## src/rtl/mmm_pkg.sv

```systemverilog
package mmm_pkg;

  localparam int MaxMotors = 8;
  localparam int OneQ14 = 16384;
  localparam int MixW = 48;

  // Register indexes of the configuration port.
  localparam logic [2:0] RegMode  = 3'd0;
  localparam logic [2:0] RegCount = 3'd1;
  localparam logic [2:0] RegRoll  = 3'd2;
  localparam logic [2:0] RegPitch = 3'd3;
  localparam logic [2:0] RegYaw   = 3'd4;

  // One classified command as it travels from the front to the back.
  typedef struct packed {
    logic               wing_mode;
    logic [3:0]         count;
    logic [14:0]        thr;
    logic signed [31:0] roll_term;
    logic signed [31:0] pitch_term;
    logic signed [31:0] yaw_term;
  } cmd_t;

  typedef logic signed [15:0] coef_row_t [0:7];
  typedef coef_row_t coef_tab_t [0:7];

  localparam coef_tab_t PitchTab = '{
    '{16'sd16384, 16'sd0, 16'sd0, 16'sd0, 16'sd0, 16'sd0, 16'sd0, 16'sd0},
    '{16'sd16384, -16'sd16384, 16'sd0, 16'sd0, 16'sd0, 16'sd0, 16'sd0, 16'sd0},
    '{16'sd16384, -16'sd8192, -16'sd8192, 16'sd0, 16'sd0, 16'sd0, 16'sd0, 16'sd0},
    '{16'sd11585, 16'sd11585, -16'sd11585, -16'sd11585, 16'sd0, 16'sd0, 16'sd0, 16'sd0},
    '{16'sd16384, 16'sd5063, -16'sd13255, -16'sd13255, 16'sd5063, 16'sd0, 16'sd0, 16'sd0},
    '{16'sd16384, 16'sd8192, -16'sd8192, -16'sd16384, -16'sd8192, 16'sd8192, 16'sd0,
      16'sd0},
    '{16'sd16384, 16'sd10215, -16'sd3646, -16'sd14761, -16'sd14761, -16'sd3646,
      16'sd10215, 16'sd0},
    '{16'sd16384, 16'sd11585, 16'sd0, -16'sd11585, -16'sd16384, -16'sd11585, 16'sd0,
      16'sd11585}
  };

  localparam coef_tab_t RollTab = '{
    '{16'sd0, 16'sd0, 16'sd0, 16'sd0, 16'sd0, 16'sd0, 16'sd0, 16'sd0},
    '{16'sd0, 16'sd0, 16'sd0, 16'sd0, 16'sd0, 16'sd0, 16'sd0, 16'sd0},
    '{16'sd0, -16'sd14189, 16'sd14189, 16'sd0, 16'sd0, 16'sd0, 16'sd0, 16'sd0},
    '{-16'sd11585, 16'sd11585, 16'sd11585, -16'sd11585, 16'sd0, 16'sd0, 16'sd0, 16'sd0},
    '{16'sd0, -16'sd15582, -16'sd9630, 16'sd9630, 16'sd15582, 16'sd0, 16'sd0, 16'sd0},
    '{16'sd0, -16'sd14189, -16'sd14189, 16'sd0, 16'sd14189, 16'sd14189, 16'sd0, 16'sd0},
    '{16'sd0, -16'sd12810, -16'sd15973, -16'sd7109, 16'sd7109, 16'sd15973, 16'sd12810,
      16'sd0},
    '{16'sd0, -16'sd11585, -16'sd16384, -16'sd11585, 16'sd0, 16'sd11585, 16'sd16384,
      16'sd11585}
  };

endpackage

```

## src/rtl/mmm_queue.sv

```systemverilog
module mmm_queue (
  input  logic          clk,
  input  logic          rst,
  input  logic          push,
  input  mmm_pkg::cmd_t push_word,
  output logic          full,
  input  logic          pop,
  output logic          nonempty,
  output mmm_pkg::cmd_t head
);

  mmm_pkg::cmd_t slots [0:1];
  logic          wr_ptr;
  logic          rd_ptr;
  logic [1:0]    fill;

  assign full     = (fill == 2'd2);
  assign nonempty = (fill != 2'd0);
  assign head     = slots[rd_ptr];

  // Two-word queue between the front and the back.
  always_ff @(posedge clk) begin
    if (rst) begin
      wr_ptr <= 1'b0;
      rd_ptr <= 1'b0;
      fill   <= 2'd0;
    end else begin
      if (push) wr_ptr <= ~wr_ptr;
      if (pop) rd_ptr <= ~rd_ptr;
      fill <= fill + 2'(push) - 2'(pop);
    end
  end

  always_ff @(posedge clk) begin
    if (push) slots[wr_ptr] <= push_word;
  end

endmodule

```

## config.mk

```make
export PLATFORM = sky130hd
export DESIGN_NAME = mmm_queue
export DESIGN_NICKNAME = d
export VERILOG_FILES = /design/src/rtl/mmm_pkg.sv /design/src/rtl/mmm_queue.sv
export SDC_FILE = /design/constraint.sdc
export NUM_CORES = 1
export LEC_CHECK = 0
export ABC_AREA = 0
export BUFFER_PORTS_ARGS = -buffer_cell sky130_fd_sc_hd__buf_2
export CAP_MARGIN = 20
export CELL_PAD_IN_SITES_DETAIL_PLACEMENT = 1
export CELL_PAD_IN_SITES_GLOBAL_PLACEMENT = 2
export CORE_MARGIN = 4
export CORE_UTILIZATION = 41
export DETAILED_ROUTE_END_ITERATION = 16
export PLACE_DENSITY_LB_ADDON = 0.1
export RECOVER_POWER = 100
export SLEW_MARGIN = 20
export SYNTH_ARGS = -nofsm -noshare
export SYNTH_HDL_FRONTEND = slang
export SYNTH_SLANG_ARGS = --single-unit
```

## constraint.sdc

```tcl
create_clock -name clk -period 18.5 [get_ports clk]
set_input_delay 1.85 -clock clk [delete_from_list [all_inputs] [get_ports clk]]
set_output_delay 1.85 -clock clk [all_outputs]
set_load 0.05 [all_outputs]
```

==> results_dict.tcl <==
set metrics [dict create \
    status "complete, but fails checks" \
    violations "max-capacitance violations, max-slew violations" \
    holdCritPathClass "flip-flop to flip-flop" \
    p_int_mw 0.9389 \
    peakVddDrop_mv 0.05987 \
    cts_setup_buffers 0 \
    synthesis.area_um2 8745 \
    gp_congestion 0.7263 \
    switching_power_mw 0.3482 \
    cts_tree "yes" \
    cp.arrival_ps 6210 \
    wl_mm 17.66 \
    io_pins 238 \
    cp_max_fo 63 \
    seqCellArea_um2 7067 \
    synth.area.top_cells "edfxtp_1 80%, mux2_2 9.8%, mux2_4 6.9%, dfxtp_1 1.1%, buf_6 0.77%" \
    ant_nets 0 \
    crit_top_cell "clkbuf_1" \
    insertedDiodeCount 0 \
    setup_viol 0 \
    cts_root_buffer "clkbuf_16" \
    wl_per_cell_um 19.03 \
    start_util_pct 41.60 \
    synth-seq-cells 237 \
    die_w_um 154.0 \
    finalCritPeriodShare_pct 43.58 \
    dieArea_um2 23730 \
    grt_usage_pct 14.38 \
    hold_viol_final 0 \
    grt_pass1_vias 4910 \
    cp_top_family "buffers and inverters" \
    max_stage_delay_ps 2580 \
    power_frac_clock_pct 33.9 \
    timing.critical_path.from_type "flip-flop" \
    cts_buffers 25 \
    syn_area_per_cell_um2 22.89 \
    busiest_layer "met2" \
    grt_use_met1_pct 17.20 \
    pwr-share-seq_pct 49.9 \
    synth.largest_area_cell "edfxtp_1" \
    fin_tns_setup_ps 0 \
    final_common_cell "edfxtp_1" \
    coreArea_um2 21020 \
    relSlewSlack_pct -149.8 \
    drc 0 \
    drtIter0Drc 176 \
    cp.required_ps 16650 \
    die_y_um 154.0 \
    path_buf_inv 2 \
    tightest_slew_ps 3747 \
    fmax_mhz 124.0 \
    clock_sinks 237 \
    cpMaxStageDelayCell "clkbuf_1" \
    rsz0062_at_grt "false" \
    cts_hold_buf 0 \
    grt_overflow 0 \
    avgViaCountPerCell 4.734 \
    use_met3_pct 5.319 \
    synth_top_area_share_pct 79.67 \
    fp-row-count 53 \
    end_kind "output port" \
    switching_share_pct 27.05 \
    power.density_nw_per_um2 121.5 \
    fillerInstances 2036 \
    crit_path_cell_trace "clkbuf_1 -> mux2_2 -> clkbuf_1" \
    use_met2_pct 24.85 \
    yosysWarningCount 0 \
    fin_crit_ps 8062 \
    crit_type "flip-flop to output port" \
    grt_max_degree 66 \
    firstDrtPassIters 6 \
    antenna_found_initial 3 \
    port_buffers 237 \
    clockBufferDepth 3 \
    maxCapViolations 6 \
    yosysSeqAreaShare_pct 80.81 \
    syn_inst 382 \
    cts-resized-gates 0 \
    synthToLayoutAreaGrowth_pct 21.12 \
    num_vias 4393 \
    syn_nets 504 \
    cts-htree-levels 1 \
    insertion_delay_ps 500 \
    p_comb_share_pct 16.1 \
    skew_ps 7.608 \
    multi_input_area_um2 1421 \
    fin_nets 759 \
    drv_slew 356 \
    grt_pass1_wl_mm 26.73 \
    synth.distinct_cells 14 \
    drive_above_1_share_pct 31.85 \
    power.total_mw 1.287 \
    layout_common_cells "232 x edfxtp_1, 148 x clkbuf_1, 103 x buf_2, 72 x mux2_2, 43 x mux2_1" \
    place_hpwl_mm 11.90 \
    p_leak_nw 3.647 \
    clk_pin_slew_ps 60 \
]
power by group through the flow:
stage / sequential, mW / clock [mW] / combinational (mW)
after CTS: 0.641 / 0.455 / 0.226
after global routing: 0.646 / 0.480 / 0.220
final: 0.643 / 0.437 / 0.208
after global placement: 0.650 / 0 / 0.223
after floorplan: 0.648 / 0 / 0.175
after detailed placement: 0.652 / 0 / 0.226
sequential cells by signal (all words and copies together) (netlist names), named ones only:
name	count
fill	2
rd_ptr	1
slots	232
wr_ptr	1
worst reg2reg max path: stages, from the launching register on:
cell	delay (ps)
dfxtp_1	360
and2_0	2550
clkbuf_1	2820
routing by layer:
| layer | up-vias | share of wire [%] |
|---|---|---|
| met2 | 169 | 50 |
| met4 | 6 | 1.4 |
| met5 | - | 0.24 |
| met3 | 27 | 9.8 |
| li1 | 2023 | - |
| met1 | 2168 | 38 |
cell usage after synthesis:
master and count:
and2_1 1, buf_2 7, buf_6 6, dfxtp_1 5
edfxtp_1 232, ha_1 2, inv_1 2, mux2_2 76
mux2_4 40, nor2_1 4, nor2b_1 3, or2_2 1
xnor2_1 2, xnor3_1 1
stage by stage:
step	cells	worst slack [ps]	hold WS (ps)	area, um2	utilization [%]
global route	928	9746	577.7	10590	50.38
global placement	885	14180	495.1	10220	48.60
finish	928	10440	532.1	10590	50.38
floorplan	382	11010	479.9	8745	-
detailed placement	885	14130	512.2	10220	48.60
CTS	928	13590	538.8	10930	52.01
cell families after synthesis:
logic type | Yosys count | synth area share [%]
XOR/XNOR | 3 | 0.4579
adder cells (fa/ha/maj) | 2 | 0.2861
buffers and inverters | 15 | 1.259
flip-flops | 237 | 80.81
multiplexers | 116 | 16.65
AND/OR/NAND/NOR | 9 | 0.5295
area by class of cell:
class	instances	share of cell area, %
clock buffers	37	6.521
multi-input cells	130	13.42
repair buffers	241	9.758
inverters	2	0.07088
clock inverters	6	0.2599
well taps	275	3.249
flip-flops and latches	237	66.72
worst paths after layout:
| kind | startpoint | end | slack [ps] | cells past startpoint |
|---|---|---|---|---|
| setup / recovery | flip-flop | head[2] | 10440 | 3 |
| hold / removal | rd_ptr | flip-flop | 530 | 2 |
| setup reg to reg | wr_ptr | slots[1][20] | 12230 | 2 |
| hold reg to reg | rd_ptr | flip-flop | 530 | 2 |
(Power assumes the default switching activity.)
