$ cat config.mk
export PLATFORM = sky130hd
export DESIGN_NAME = mmm_front
export DESIGN_NICKNAME = d
export VERILOG_FILES = /design/src/rtl/mmm_pkg.sv /design/src/rtl/mmm_front.sv
export SDC_FILE = /design/constraint.sdc
export NUM_CORES = 2
export LEC_CHECK = 0
export BUFFER_PORTS_ARGS = -buffer_cell sky130_fd_sc_hd__buf_2
export CORE_ASPECT_RATIO = 0.6
export CORE_MARGIN = 1
export CORE_UTILIZATION = 30
export CTS_CLUSTER_SIZE = 30
export DETAILED_ROUTE_END_ITERATION = 7
export GPL_ROUTABILITY_DRIVEN = 0
export SKIP_CTS_REPAIR_TIMING = 1
export SYNTH_ARGS = -nofsm -noshare
export SYNTH_HDL_FRONTEND = slang
export SYNTH_SLANG_ARGS = --single-unit
$ cat constraint.sdc
create_clock -name clk -period 11.2 [get_ports clk]
set_input_delay 1.12 -clock clk [delete_from_list [all_inputs] [get_ports clk]]
set_output_delay 1.12 -clock clk [all_outputs]
set_load 0.1 [all_outputs]
$ cat src/rtl/mmm_pkg.sv
package mmm_pkg;

  localparam int MaxMotors = 8;
  localparam int OneQ14 = 16384;
  localparam int MixW = 48;

  // Register indexes of the configuration port.
  localparam logic [2:0] RegMode  = 3'd0;
  localparam logic [2:0] RegCount = 3'd1;
  localparam logic [2:0] RegRoll  = 3'd2;
  localparam logic [2:0] RegPitch = 3'd3;
  localparam logic [2:0] RegYaw   = 3'd4;

  // One classified command as it travels from the front to the back.
  typedef struct packed {
    logic               wing_mode;
    logic [3:0]         count;
    logic [14:0]        thr;
    logic signed [31:0] roll_term;
    logic signed [31:0] pitch_term;
    logic signed [31:0] yaw_term;
  } cmd_t;

  typedef logic signed [15:0] coef_row_t [0:7];
  typedef coef_row_t coef_tab_t [0:7];

  localparam coef_tab_t PitchTab = '{
    '{16'sd16384, 16'sd0, 16'sd0, 16'sd0, 16'sd0, 16'sd0, 16'sd0, 16'sd0},
    '{16'sd16384, -16'sd16384, 16'sd0, 16'sd0, 16'sd0, 16'sd0, 16'sd0, 16'sd0},
    '{16'sd16384, -16'sd8192, -16'sd8192, 16'sd0, 16'sd0, 16'sd0, 16'sd0, 16'sd0},
    '{16'sd11585, 16'sd11585, -16'sd11585, -16'sd11585, 16'sd0, 16'sd0, 16'sd0, 16'sd0},
    '{16'sd16384, 16'sd5063, -16'sd13255, -16'sd13255, 16'sd5063, 16'sd0, 16'sd0, 16'sd0},
    '{16'sd16384, 16'sd8192, -16'sd8192, -16'sd16384, -16'sd8192, 16'sd8192, 16'sd0,
      16'sd0},
    '{16'sd16384, 16'sd10215, -16'sd3646, -16'sd14761, -16'sd14761, -16'sd3646,
      16'sd10215, 16'sd0},
    '{16'sd16384, 16'sd11585, 16'sd0, -16'sd11585, -16'sd16384, -16'sd11585, 16'sd0,
      16'sd11585}
  };

  localparam coef_tab_t RollTab = '{
    '{16'sd0, 16'sd0, 16'sd0, 16'sd0, 16'sd0, 16'sd0, 16'sd0, 16'sd0},
    '{16'sd0, 16'sd0, 16'sd0, 16'sd0, 16'sd0, 16'sd0, 16'sd0, 16'sd0},
    '{16'sd0, -16'sd14189, 16'sd14189, 16'sd0, 16'sd0, 16'sd0, 16'sd0, 16'sd0},
    '{-16'sd11585, 16'sd11585, 16'sd11585, -16'sd11585, 16'sd0, 16'sd0, 16'sd0, 16'sd0},
    '{16'sd0, -16'sd15582, -16'sd9630, 16'sd9630, 16'sd15582, 16'sd0, 16'sd0, 16'sd0},
    '{16'sd0, -16'sd14189, -16'sd14189, 16'sd0, 16'sd14189, 16'sd14189, 16'sd0, 16'sd0},
    '{16'sd0, -16'sd12810, -16'sd15973, -16'sd7109, 16'sd7109, 16'sd15973, 16'sd12810,
      16'sd0},
    '{16'sd0, -16'sd11585, -16'sd16384, -16'sd11585, 16'sd0, 16'sd11585, 16'sd16384,
      16'sd11585}
  };

endpackage

$ cat src/rtl/mmm_front.sv
module mmm_front #(
  parameter int NUM_ROTORS = 4
) (
  input  logic               clk,
  input  logic               rst,
  input  logic               cfg_valid,
  input  logic [2:0]         cfg_index,
  input  logic [15:0]        cfg_data,
  input  logic signed [15:0] throttle,
  input  logic signed [15:0] roll,
  input  logic signed [15:0] pitch,
  input  logic signed [15:0] yaw,
  output mmm_pkg::cmd_t      cmd
);

  logic        airframe_mode;
  logic [3:0]  attached_motors;
  logic [14:0] gain_roll;
  logic [14:0] gain_pitch;
  logic [14:0] gain_yaw;

  // Configuration registers.
  always_ff @(posedge clk) begin
    if (rst) begin
      airframe_mode   <= 1'b0;
      attached_motors <= 4'd4;
      gain_roll       <= 15'd7373;
      gain_pitch      <= 15'd7373;
      gain_yaw        <= 15'd4096;
    end else if (cfg_valid) begin
      unique case (cfg_index)
        mmm_pkg::RegMode:  airframe_mode   <= cfg_data[0];
        mmm_pkg::RegCount: attached_motors <= cfg_data[3:0];
        mmm_pkg::RegRoll:  gain_roll       <= cfg_data[14:0];
        mmm_pkg::RegPitch: gain_pitch      <= cfg_data[14:0];
        mmm_pkg::RegYaw:   gain_yaw        <= cfg_data[14:0];
        default: ;
      endcase
    end
  end

  logic signed [15:0] rol_c, pit_c, yaw_c;
  logic [14:0]        thr_c;

  // Clamp the command to its legal ranges.
  always_comb begin
    if (throttle < 16'sd0) thr_c = 15'd0;
    else if (throttle > 16'sd16384) thr_c = 15'd16384;
    else thr_c = throttle[14:0];
    if (roll < -16'sd16384) rol_c = -16'sd16384;
    else if (roll > 16'sd16384) rol_c = 16'sd16384;
    else rol_c = roll;
    if (pitch < -16'sd16384) pit_c = -16'sd16384;
    else if (pitch > 16'sd16384) pit_c = 16'sd16384;
    else pit_c = pitch;
    if (yaw < -16'sd16384) yaw_c = -16'sd16384;
    else if (yaw > 16'sd16384) yaw_c = 16'sd16384;
    else yaw_c = yaw;
  end

  // Gain-weighted axis terms and the number of motors to drive.
  always_comb begin
    cmd.wing_mode  = airframe_mode;
    cmd.thr        = thr_c;
    cmd.roll_term  = $signed({1'b0, gain_roll}) * rol_c;
    cmd.pitch_term = $signed({1'b0, gain_pitch}) * pit_c;
    cmd.yaw_term   = $signed({1'b0, gain_yaw}) * yaw_c;
    if (airframe_mode) begin
      cmd.count = (attached_motors > 4'(mmm_pkg::MaxMotors)) ?
                  4'(mmm_pkg::MaxMotors) : attached_motors;
    end else begin
      cmd.count = (attached_motors > 4'(NUM_ROTORS)) ? 4'(NUM_ROTORS) : attached_motors;
    end
  end

endmodule

==> summary.md <==
| Metric | Value |
|---|---|
| Total negative slack | `0 ns` |
| Met2 wire length | `32.7 mm` |
| Required time of the critical path | `10.08 ns` |
| Slowest-stage cell, CP | `fa_1` |
| Largest fanout on the critical path | `32` |
| Total core area | `91,800 um^2` |
| Wl on met1 | `41.3 mm` |
| Finished Layout Cells | `4,602` |
| Largest net degree at the start of global routing | `51` |
| First-pass GRT wire length | `130 mm` |
| Drt pass-1 iters | `5` |
| H-tree levels | `2` |
| IO Pins | `202` |
| Port Buf Inserts | `200` |
| Fmax | `96.8 MHz` |
| Starting Density | `30.3%` |
| Synthesized cell area | `27,800 um^2` |
| Synth Instances | `3,312` |
| Seq cells post-synth | `50` |
| Area leader, netlist | `fa_1` |
| Fin util | `32.8%` |
| Skew final | `0 ns` |
| Die Wd | `395 um` |
| CTS Buffer Depth | `2` |
| CP top delay family | `adder cells` |
| Worst-Margin Slew | `0.964 ns` |
| Final worst path period share | `92.2%` |
| Final WL | `82.0 mm` |
| Met3 WL | `7.17 mm` |
| Grt total ovfl | `0` |
| Nets | `4,356` |
| Tmin final | `10.33 ns` |
| Final setup fails | `0` |
| Post-Place Cells | `4,592` |
| Top sig layer | `met5` |
| Syn avg cell area | `8.40 um^2` |
| Final hold violation count | `0` |
| Layout cells sized above 1 | `7.57%` |
| Critical Path AT | `9.21 ns` |
| WL/cell | `17.8 um` |
| Remaining DRCs | `0` |
| Worst path max stage delay | `0.58 ns` |
| Run status | `completed` |
| Area growth, synth to finish | `8.06%` |
| Hold Crit Class | `reg -> reg` |
| Routed Antenna Nets | `0` |
| Number of global-route vias before repair | `22,300` |
| RSZ-0062 raised after global routing | `no` |
| Max Cap Viol | `0` |
| YS warnings | `0` |
| Slew headroom | `35.5%` |
| Seq/Total Area, Yosys | `3.60%` |
| Asr flop ratio synth | `0%` |
| Distinct cell type count after synthesis | `63` |
| Clock tree from TritonCTS | `built` |
| Clk root buf | `clkbuf_16` |
| Clk slew on worst S/H paths | `0.07 ns` |
| Vias | `22,400` |
| Antenna violations before repair | `5` |
| Critical path buffer and inverter count | `8` |
| Die H | `238 um` |
| Crit path capture type | `output pin` |
| Ys flop type | `dfxtp_1` |
| Vias per cell | `4.88` |
| Site Rows | `86` |
| Most frequent cell after synthesis | `inv_1` |
| Skew-Pair Late Insertion Delay | `0.29 ns` |
| Number of synthesized flops with an enable pin | `0` |
| Number of CTS-inserted buffers | `5` |
| Crit Path Category | `in -> out` |
| Top cells by area, synth | `fa_1 39%, ha_1 16%, inv_1 9.4%` |
| Synth cell count leaders | `697 x inv_1, 540 x fa_1, 503 x nand2_1` |
| Synth top area share | `38.9%` |
| HPWL Detailed | `67.9 mm` |
| Initial DRC Count | `1,739` |
| Final slew viol count | `0` |
| Clock net sink count | `50` |
| Startpoint types | `input port` |
| Total track usage | `17.5%` |
| Mapped Nets | `4,301` |
| Hold Slack | `0.508 ns` |
| Die Area | `94,000 um^2` |
final cells by class:
| type | count | area (um^2) |
|---|---|---|
| Fill cell | 9714 | 61700 |
| Multi-Input combinational cell | 2388 | 23500 |
| Inverter | 697 | 2620 |
| Tap cell | 1232 | 1540 |
| Timing Repair Buffer | 225 | 1200 |
| Sequential cell | 50 | 1000 |
| Clock buffer | 5 | 125 |
| Clock inverter | 3 | 28.8 |
| Antenna cell | 2 | 5.00 |
cell usage in the layout (no fill, tap or decap), types with 18 or more instances in the layout:
| cell | synthesis | routed |
|---|---|---|
| a21oi_1 | 125 | 123 |
| nand4_1 | 30 | 30 |
| o21ai_0 | 42 | 42 |
| nand3b_1 | 18 | 18 |
| nor2_1 | 51 | 51 |
| ha_1 | 363 | 363 |
| nand2_1 | 503 | 503 |
| nor2b_1 | 34 | 34 |
| nand3_1 | 23 | 23 |
| inv_1 | 697 | 697 |
| buf_4 | 1 | 25 |
| and3_1 | 294 | 294 |
| xnor2_1 | 54 | 54 |
| dfxtp_1 | 50 | 50 |
| a21o_1 | 32 | 32 |
| and2_1 | 85 | 85 |
| buf_2 | 19 | 199 |
| xor2_1 | 32 | 32 |
| nand2b_1 | 25 | 25 |
| fa_1 | 540 | 540 |
path summary, 6_finish.rpt:
check / to / start / slack (ns) / cells past startpoint
max: cmd[87] / roll[5] / 0.87 / 27
min: attached_motors[0] / attached_motors[0] / 0.51 / 2
max reg2reg: gain_yaw[9] / gain_yaw[9] / 9.89 / 2
min reg2reg: attached_motors[0] / attached_motors[0] / 0.51 / 2
sequential cells by signal, summed over array words and instances (netlist names):
name	cells
gain_pitch	15
airframe_mode	1
gain_roll	15
gain_yaw	15
attached_motors	4
per-stage QoR:
stage,setup WS [ns],cell area [um^2]
4_1_cts,1.06,30100
2_1_floorplan,0.962,27800
3_3_place_gp,1.19,29900
3_5_place_dp,1.12,29900
5_1_grt,0.520,30100
6_report,0.873,30100
worst register-to-register path: stages, from the launching register on:
cell and delay (ns):
dfxtp_1 0.95, nand2_1 0.10, a21oi_1 0.18
per-layer routing:
metal / GRT usage, % / vias up
li1: - / 10400
met1: 27.5 / 11200
met2: 24.6 / 822
met3: 3.91 / 44
met4: 1.96 / 4
met5: 0.612 / -
cells by family after synthesis:
family | after synthesis | synth area share (%)
compound gates | 289 | 6.43
simple gates | 1102 | 19.9
xor+xnor | 86 | 2.71
buf+inv | 874 | 11.9
mux | 8 | 0.301
fa+ha+maj | 903 | 55.2
flops | 50 | 3.60
Power is not shown: default switching activity piles up to over one toggle a cycle in this logic, so the estimate is an artifact.
