### src/rtl/mmm_pkg.sv
package mmm_pkg;

  localparam int MaxMotors = 8;
  localparam int OneQ14 = 16384;
  localparam int MixW = 48;

  // Register indexes of the configuration port.
  localparam logic [2:0] RegMode  = 3'd0;
  localparam logic [2:0] RegCount = 3'd1;
  localparam logic [2:0] RegRoll  = 3'd2;
  localparam logic [2:0] RegPitch = 3'd3;
  localparam logic [2:0] RegYaw   = 3'd4;

  // One classified command as it travels from the front to the back.
  typedef struct packed {
    logic               wing_mode;
    logic [3:0]         count;
    logic [14:0]        thr;
    logic signed [31:0] roll_term;
    logic signed [31:0] pitch_term;
    logic signed [31:0] yaw_term;
  } cmd_t;

  typedef logic signed [15:0] coef_row_t [0:7];
  typedef coef_row_t coef_tab_t [0:7];

  localparam coef_tab_t PitchTab = '{
    '{16'sd16384, 16'sd0, 16'sd0, 16'sd0, 16'sd0, 16'sd0, 16'sd0, 16'sd0},
    '{16'sd16384, -16'sd16384, 16'sd0, 16'sd0, 16'sd0, 16'sd0, 16'sd0, 16'sd0},
    '{16'sd16384, -16'sd8192, -16'sd8192, 16'sd0, 16'sd0, 16'sd0, 16'sd0, 16'sd0},
    '{16'sd11585, 16'sd11585, -16'sd11585, -16'sd11585, 16'sd0, 16'sd0, 16'sd0, 16'sd0},
    '{16'sd16384, 16'sd5063, -16'sd13255, -16'sd13255, 16'sd5063, 16'sd0, 16'sd0, 16'sd0},
    '{16'sd16384, 16'sd8192, -16'sd8192, -16'sd16384, -16'sd8192, 16'sd8192, 16'sd0,
      16'sd0},
    '{16'sd16384, 16'sd10215, -16'sd3646, -16'sd14761, -16'sd14761, -16'sd3646,
      16'sd10215, 16'sd0},
    '{16'sd16384, 16'sd11585, 16'sd0, -16'sd11585, -16'sd16384, -16'sd11585, 16'sd0,
      16'sd11585}
  };

  localparam coef_tab_t RollTab = '{
    '{16'sd0, 16'sd0, 16'sd0, 16'sd0, 16'sd0, 16'sd0, 16'sd0, 16'sd0},
    '{16'sd0, 16'sd0, 16'sd0, 16'sd0, 16'sd0, 16'sd0, 16'sd0, 16'sd0},
    '{16'sd0, -16'sd14189, 16'sd14189, 16'sd0, 16'sd0, 16'sd0, 16'sd0, 16'sd0},
    '{-16'sd11585, 16'sd11585, 16'sd11585, -16'sd11585, 16'sd0, 16'sd0, 16'sd0, 16'sd0},
    '{16'sd0, -16'sd15582, -16'sd9630, 16'sd9630, 16'sd15582, 16'sd0, 16'sd0, 16'sd0},
    '{16'sd0, -16'sd14189, -16'sd14189, 16'sd0, 16'sd14189, 16'sd14189, 16'sd0, 16'sd0},
    '{16'sd0, -16'sd12810, -16'sd15973, -16'sd7109, 16'sd7109, 16'sd15973, 16'sd12810,
      16'sd0},
    '{16'sd0, -16'sd11585, -16'sd16384, -16'sd11585, 16'sd0, 16'sd11585, 16'sd16384,
      16'sd11585}
  };

endpackage

### src/rtl/mmm_back.sv
module mmm_back #(
  parameter int NUM_ROTORS = 4
) (
  input  logic          clk,
  input  logic          rst,
  input  logic          q_nonempty,
  input  mmm_pkg::cmd_t q_head,
  output logic          q_pop,
  output logic          out_valid,
  input  logic          out_ready,
  output logic [2:0]    motor_index,
  output logic [14:0]   motor_throttle,
  output logic          last_motor
);

  localparam int Row = NUM_ROTORS - 1;
  localparam int W = mmm_pkg::MixW;

  typedef enum logic [2:0] {
    ST_IDLE, ST_MIX, ST_PREP, ST_CALC, ST_DIV, ST_FIN, ST_EMIT
  } state_t;

  state_t               state;
  mmm_pkg::cmd_t        cmd;
  logic [2:0]           idx;
  logic                 phase;
  logic signed [W-1:0]  acc;
  logic signed [W-1:0]  mix [0:7];
  logic signed [W-1:0]  mn, mx;
  logic                 sat, big;
  logic [W-1:0]         span;
  logic [63:0]          rem;
  logic [63:0]          den;
  logic [3:0]           k;
  logic [14:0]          quo;
  logic                 neg;
  logic [14:0]          res;

  // Coefficients of the current motor and the shared multiplier.
  logic signed [15:0]   coef;
  logic signed [31:0]   mul_a;
  logic signed [W-1:0]  prod;
  logic signed [W-1:0]  thr_w, yaw_w, sum0, sum1;
  logic                 slot_free;
  logic                 is_last;
  logic                 emit_now;

  always_comb begin
    coef  = phase ? mmm_pkg::PitchTab[Row][idx] : mmm_pkg::RollTab[Row][idx];
    mul_a = phase ? cmd.pitch_term : cmd.roll_term;
    prod  = W'(mul_a) * W'(coef);
    thr_w = $signed({5'd0, cmd.thr, 28'd0});
    yaw_w = idx[0] ? -$signed({{2{cmd.yaw_term[31]}}, cmd.yaw_term, 14'd0})
                   : $signed({{2{cmd.yaw_term[31]}}, cmd.yaw_term, 14'd0});
    sum0  = thr_w + yaw_w + prod;
    sum1  = acc + prod;
  end

  assign slot_free = !out_valid || out_ready;
  assign emit_now  = (state == ST_EMIT) && slot_free;
  assign is_last   = ({1'b0, idx} + 4'd1) == cmd.count;
  assign q_pop     = (state == ST_IDLE) && q_nonempty;

  // Per-motor desaturation terms.
  logic signed [W+1:0]  d2;
  logic [W+1:0]         d2_mag;
  logic [W+1:0]         rnd29;
  logic signed [16:0]   q_small;
  logic signed [W-1:0]  m_cur;
  logic [W-1:0]         rnd28;
  logic [63:0]          den_k;
  logic signed [17:0]   q_div;
  logic signed [17:0]   sum_small;
  logic signed [17:0]   sum_div;

  always_comb begin
    m_cur   = mix[idx];
    d2      = (W+2)'(m_cur) * 2 - (W+2)'(mn) - (W+2)'(mx);
    d2_mag  = d2[W+1] ? (W+2)'(-d2) : (W+2)'(d2);
    rnd29   = (d2_mag + (W+2)'(64'd1 << 28)) >> 29;
    q_small = d2[W+1] ? -$signed({1'b0, rnd29[15:0]}) : $signed({1'b0, rnd29[15:0]});
    rnd28   = (W'(m_cur) + W'(64'd1 << 28 >> 1)) >> 28;
    den_k   = den << k;
    q_div   = neg ? -$signed({3'd0, quo}) : $signed({3'd0, quo});
    sum_small = 18'(q_small) + $signed({3'd0, cmd.thr});
    sum_div   = q_div + $signed({3'd0, cmd.thr});
  end

  function automatic logic [14:0] clamp_q14(input logic signed [17:0] v);
    if (v < 18'sd0) return 15'd0;
    else if (v > 18'sd16384) return 15'd16384;
    else return v[14:0];
  endfunction

  // Sequencer, mix store and output register.
  always_ff @(posedge clk) begin
    if (rst) begin
      state     <= ST_IDLE;
      out_valid <= 1'b0;
    end else begin
      out_valid <= emit_now || (out_valid && !out_ready);
      unique case (state)
        ST_IDLE: begin
          if (q_nonempty) begin
            cmd   <= q_head;
            idx   <= 3'd0;
            phase <= 1'b0;
            if (q_head.count == 4'd0) state <= ST_IDLE;
            else if (q_head.wing_mode) state <= ST_EMIT;
            else state <= ST_MIX;
          end
        end
        ST_MIX: begin
          phase <= ~phase;
          if (!phase) begin
            acc <= sum0;
          end else begin
            mix[idx] <= sum1;
            if (idx == 3'd0 || sum1 < mn) mn <= sum1;
            if (idx == 3'd0 || sum1 > mx) mx <= sum1;
            if (is_last) begin
              idx   <= 3'd0;
              state <= ST_PREP;
            end else begin
              idx <= idx + 3'd1;
            end
          end
        end
        ST_PREP: begin
          span  <= W'(mx - mn);
          sat   <= (mn < 0) || (mx > $signed(W'(64'd1 << 42)));
          big   <= (mx - mn) > $signed(W'(64'd1 << 42));
          state <= ST_CALC;
        end
        ST_CALC: begin
          if (!sat) begin
            res   <= clamp_q14($signed({1'b0, rnd28[16:0]}));
            state <= ST_EMIT;
          end else if (!big) begin
            res   <= clamp_q14(sum_small);
            state <= ST_EMIT;
          end else begin
            rem   <= (64'(d2_mag) << 14) + 64'(span);
            den   <= 64'(span) << 1;
            neg   <= d2[W+1];
            k     <= 4'd14;
            quo   <= 15'd0;
            state <= ST_DIV;
          end
        end
        ST_DIV: begin
          if (rem >= den_k) begin
            rem    <= rem - den_k;
            quo[k] <= 1'b1;
          end
          if (k == 4'd0) state <= ST_FIN;
          else k <= k - 4'd1;
        end
        ST_FIN: begin
          res   <= clamp_q14(sum_div);
          state <= ST_EMIT;
        end
        ST_EMIT: begin
          if (slot_free) begin
            motor_index <= idx;
            last_motor  <= is_last;
            if (cmd.wing_mode) motor_throttle <= (idx == 3'd0) ? cmd.thr : 15'd0;
            else motor_throttle <= res;
            if (is_last) state <= ST_IDLE;
            else begin
              idx   <= idx + 3'd1;
              state <= cmd.wing_mode ? ST_EMIT : ST_CALC;
            end
          end
        end
        default: state <= ST_IDLE;
      endcase
    end
  end

endmodule

### config.mk
export PLATFORM = sky130hd
export DESIGN_NAME = mmm_back
export DESIGN_NICKNAME = d
export VERILOG_FILES = /design/src/rtl/mmm_pkg.sv /design/src/rtl/mmm_back.sv
export SDC_FILE = /design/constraint.sdc
export NUM_CORES = 2
export LEC_CHECK = 0
export BUFFER_PORTS_ARGS = -buffer_cell sky130_fd_sc_hd__clkbuf_2
export CAP_MARGIN = 10
export CELL_PAD_IN_SITES_DETAIL_PLACEMENT = 0
export CELL_PAD_IN_SITES_GLOBAL_PLACEMENT = 1
export CORE_MARGIN = 5
export CORE_UTILIZATION = 54
export CTS_BUF_LIST = sky130_fd_sc_hd__clkbuf_4
export CTS_CLUSTER_SIZE = 20
export DETAILED_ROUTE_END_ITERATION = 6
export GPL_TIMING_DRIVEN = 0
export PLACE_DENSITY_LB_ADDON = 0.1
export SLEW_MARGIN = 20
export SYNTH_ARGS = -nofsm -noshare
export SYNTH_HDL_FRONTEND = slang
export SYNTH_SLANG_ARGS = --single-unit
### constraint.sdc
create_clock -name clk -period 20.1 [get_ports clk]
set_clock_uncertainty 0.05 [all_clocks]
set_input_delay 2.01 -clock clk [delete_from_list [all_inputs] [get_ports clk]]
set_output_delay 2.01 -clock clk [all_outputs]
set_load 0.005 [all_outputs]
==> impl_results.md <==
* Slew @ Worst Pin at 1.18 ns
* Commonest non-fill, non-tap cell in the layout: inv_1
* Start point of the critical path: idx[0]
* Root buffer cell: clkbuf_4
* Routability cong. at 0.941
* Number of hold buffers added after cts at 0
* Initial Utilization at 54.5%
* RR Startpoint: idx[0]
* Setup crit start kind: register
* Worst endpoint data arrival time at 19.39 ns
* Number of cells after detailed placement at 8478
* Cell count after synthesis at 6508
* Most instantiated flip-flop cell in the synthesis netlist: edfxtp_1
* Average size of a mapped cell at 11.0 um^2
* Commonest cells after routing, fill and taps aside: inv_1 (906), edfxtp_1 (864), ha_1 (603)
* CTS max path bufs at 3
* Count of state elements after synthesis at 871
* Wire length reported by the detailed router at 208000 um
* Number of maximum-capacitance violations at 0
* Clock-pin slew of the registers on the worst-case setup and hold paths at 0.06 ns
* Library cell with the largest summed area after synthesis: edfxtp_1
* Data required time of the worst path at 20.93 ns
* Time the final worst path needs with I/O delays and setup at 18.56 ns
* Worst Path Class, Setup: reg2reg
* Highest-delay cell along the critical path: mux2i_1
* Share of Yosys cell area claimed by the top area cell type at 36.2%
* Worst Hold Slack at 0.367 ns
* Share of post-route cells with drive strength above 1 at 12.4%
* Setup repair bufs after CTS at 0
* Wire length of the first global-routing pass at 314000 um
* Relative area change from synthesis to final layout at 9.95%
* Antenna-violating nets left at 0
* Share of synthesized registers carrying an async set or reset at 0%
* Critical path fanouts, max at 23
* Final cell count without fillers at 8893
* Crit. End Element: register
* Highest Clock Rate at 0.0539 GHz
* Unrepaired setup endpoints after global routing: no
* Port Buffers at 140
* Number of setup violations in the final report at 0
* 1st-iter DRT viols at 4024
* Largest stage delay on the critical path at 0.87 ns
* Floorplan Core Area at 132000 um^2
* Number of H-tree branching levels at 4
* Number of primary I/O pins at 141
* Sequential share of the synthesized area at 36.4%
* Area enclosed by the die boundary at 140000 um^2
* Clock buffer count from CTS at 230
* Number of global-route vias before repair at 51763
* Headroom to the max-slew limit at 18.8%
* Per-cell routed wire length at 23.4 um
* Number of warnings printed during yosys synthesis at 0
* Die H at 374 um
* Horizontal extent of the die at 374 um
* Final Hold Violating Endpoints at 0
* Largest cells by area after synthesis: edfxtp_1 (36%), fa_1 (15%), ha_1 (11%)
* Library cell appearing most often on the critical path: inv_1
* Remaining DRCs at 0
* First-pass iteration count of the detailed router at 6
* DP Wirelength at 172000 um
* GR Overflow Total at 0
* Hold path start: span[34]
* Count of flip-flops with a built-in enable after synthesis at 864
* Std-Cell Rows at 133
* Post-route fraction of the period consumed by the critical path at 92.3%
* Number of resized instances in the post-cts repair step at 0
* Number of slew-limit violations in the final report at 0
* Antenna violations before repair at 9
* Syn Std Cell Area at 71700 um^2
* Number of clock sinks seen by CTS at 871
* Fill count at 11181
* Count of cell types in the netlist at 97
* Nets at 8203
* TritonCTS clock tree: built
* Gr usage total at 29.6%
* Post-DR vias/cell at 5.79
* Maximum number of pins on one net before global-route repair at 32
* Overall via count from detail_route at 51456
* Net Count, Synth at 7756
* Result of the run: complete, no violations
* Clk Latency, worst-skew pair at 1.22 ns
* Path class of the lowest-slack min-delay path: reg2reg
==> layer usage <==
metal | GRT usage (%) | vias up | share of wire (%)
li1 | - | 24071 | -
met1 | 39.9 | 25388 | 42
met2 | 48.1 | 1660 | 47
met3 | 5.51 | 333 | 6.6
met4 | 10.8 | 4 | 3.8
met5 | 0 | - | 0.011
==> worst paths after layout <==
path	endpoint	slack, ns	cells past startpoint
worst max-delay path	mx[19]	1.54	53
worst min-delay path	den[35]	0.37	0
worst min register to register	den[35]	0.37	0
worst max register to register	mx[19]	1.54	53
==> kinds of logic after synthesis <==
logic type / after synthesis / share of synthesized area (%)
AO/OA/AOI/OAI: 1268 / 11.3
XOR/XNOR: 452 / 5.56
multiplexers: 252 / 5.84
buffers and inverters: 1066 / 5.60
adder cells (fa/ha/maj): 1128 / 25.2
other: 1 / 0.00523
flip-flops: 871 / 36.4
AND/OR/NAND/NOR: 1470 / 10.1
==> sequential cells by signal (all words and copies together), names as in the netlist, 3 cells and up, named ones only <==
signal          flops
den                48
idx                 3
rem                64
span               48
quo                15
acc                48
k                   4
cmd               116
motor_index         3
state               3
mn                 48
mx                 48
mix               384
motor_throttle     15
res                15
==> final cells by class <==
class	count	area (um^2)	area share (%)
Buffer	158	607	0.770
Clock inverter	82	500	0.635
Inverter	908	3410	4.32
Antenna cell	8	20.0	0.0254
Multi-Input combinational cell	4571	42000	53.3
Sequential cell	871	26100	33.1
Clock buffer	325	2440	3.10
Timing Repair Buffer	215	1550	1.96
Tap cell	1755	2200	2.79
==> metrics by stage <==
step	TNS (ns)	util (%)	cell area, um^2	setup slack (ns)
floorplan	0	-	71700	4.58
global placement	-72.28	56.7	74600	-1.52
detailed placement	0	57.5	75700	1.76
CTS	0	59.7	78600	1.71
global route	0	59.9	78800	0.669
finish	0	59.9	78800	1.54
==> synthesized netlist by cell type, types with 12 or more instances <==
master    number
inv_1        906
edfxtp_1     864
ha_1         603
fa_1         525
a21oi_1      396
nand2_1      381
nor2_1       366
xnor2_1      320
o21ai_0      250
xor2_1       129
clkbuf_1     128
mux4_2       127
nor3_1       123
a21o_1       122
nand3_1       85
nand2b_1      76
mux2i_1       75
o21bai_1      72
nor2b_1       63
a31oi_1       61
and3_1        60
nand4_1       55
and2_1        54
or3_1         54
mux2_2        49
o31ai_1       47
nor4_1        40
a211oi_1      36
or2_2         32
o21a_1        30
or4_1         30
buf_1         26
a21boi_0      24
o211ai_1      24
a22o_1        22
a22oi_1       22
o41ai_1       16
a41oi_1       15
o31a_1        13
a211o_1       12
==> worst max-delay path: cells and delay by family (launching register included) <==
kind,cells,cell delay (ns)
compound gates,18,5.47
fa+ha+maj,10,4.86
simple gates,11,3.46
buf+inv,12,2.39
mux,1,0.87
flops,1,0.77
xor+xnor,1,0.30
Power is left out: the tool's default activity adds up to more than one toggle a clock period on the data nets, which glitch-free logic cannot reach.
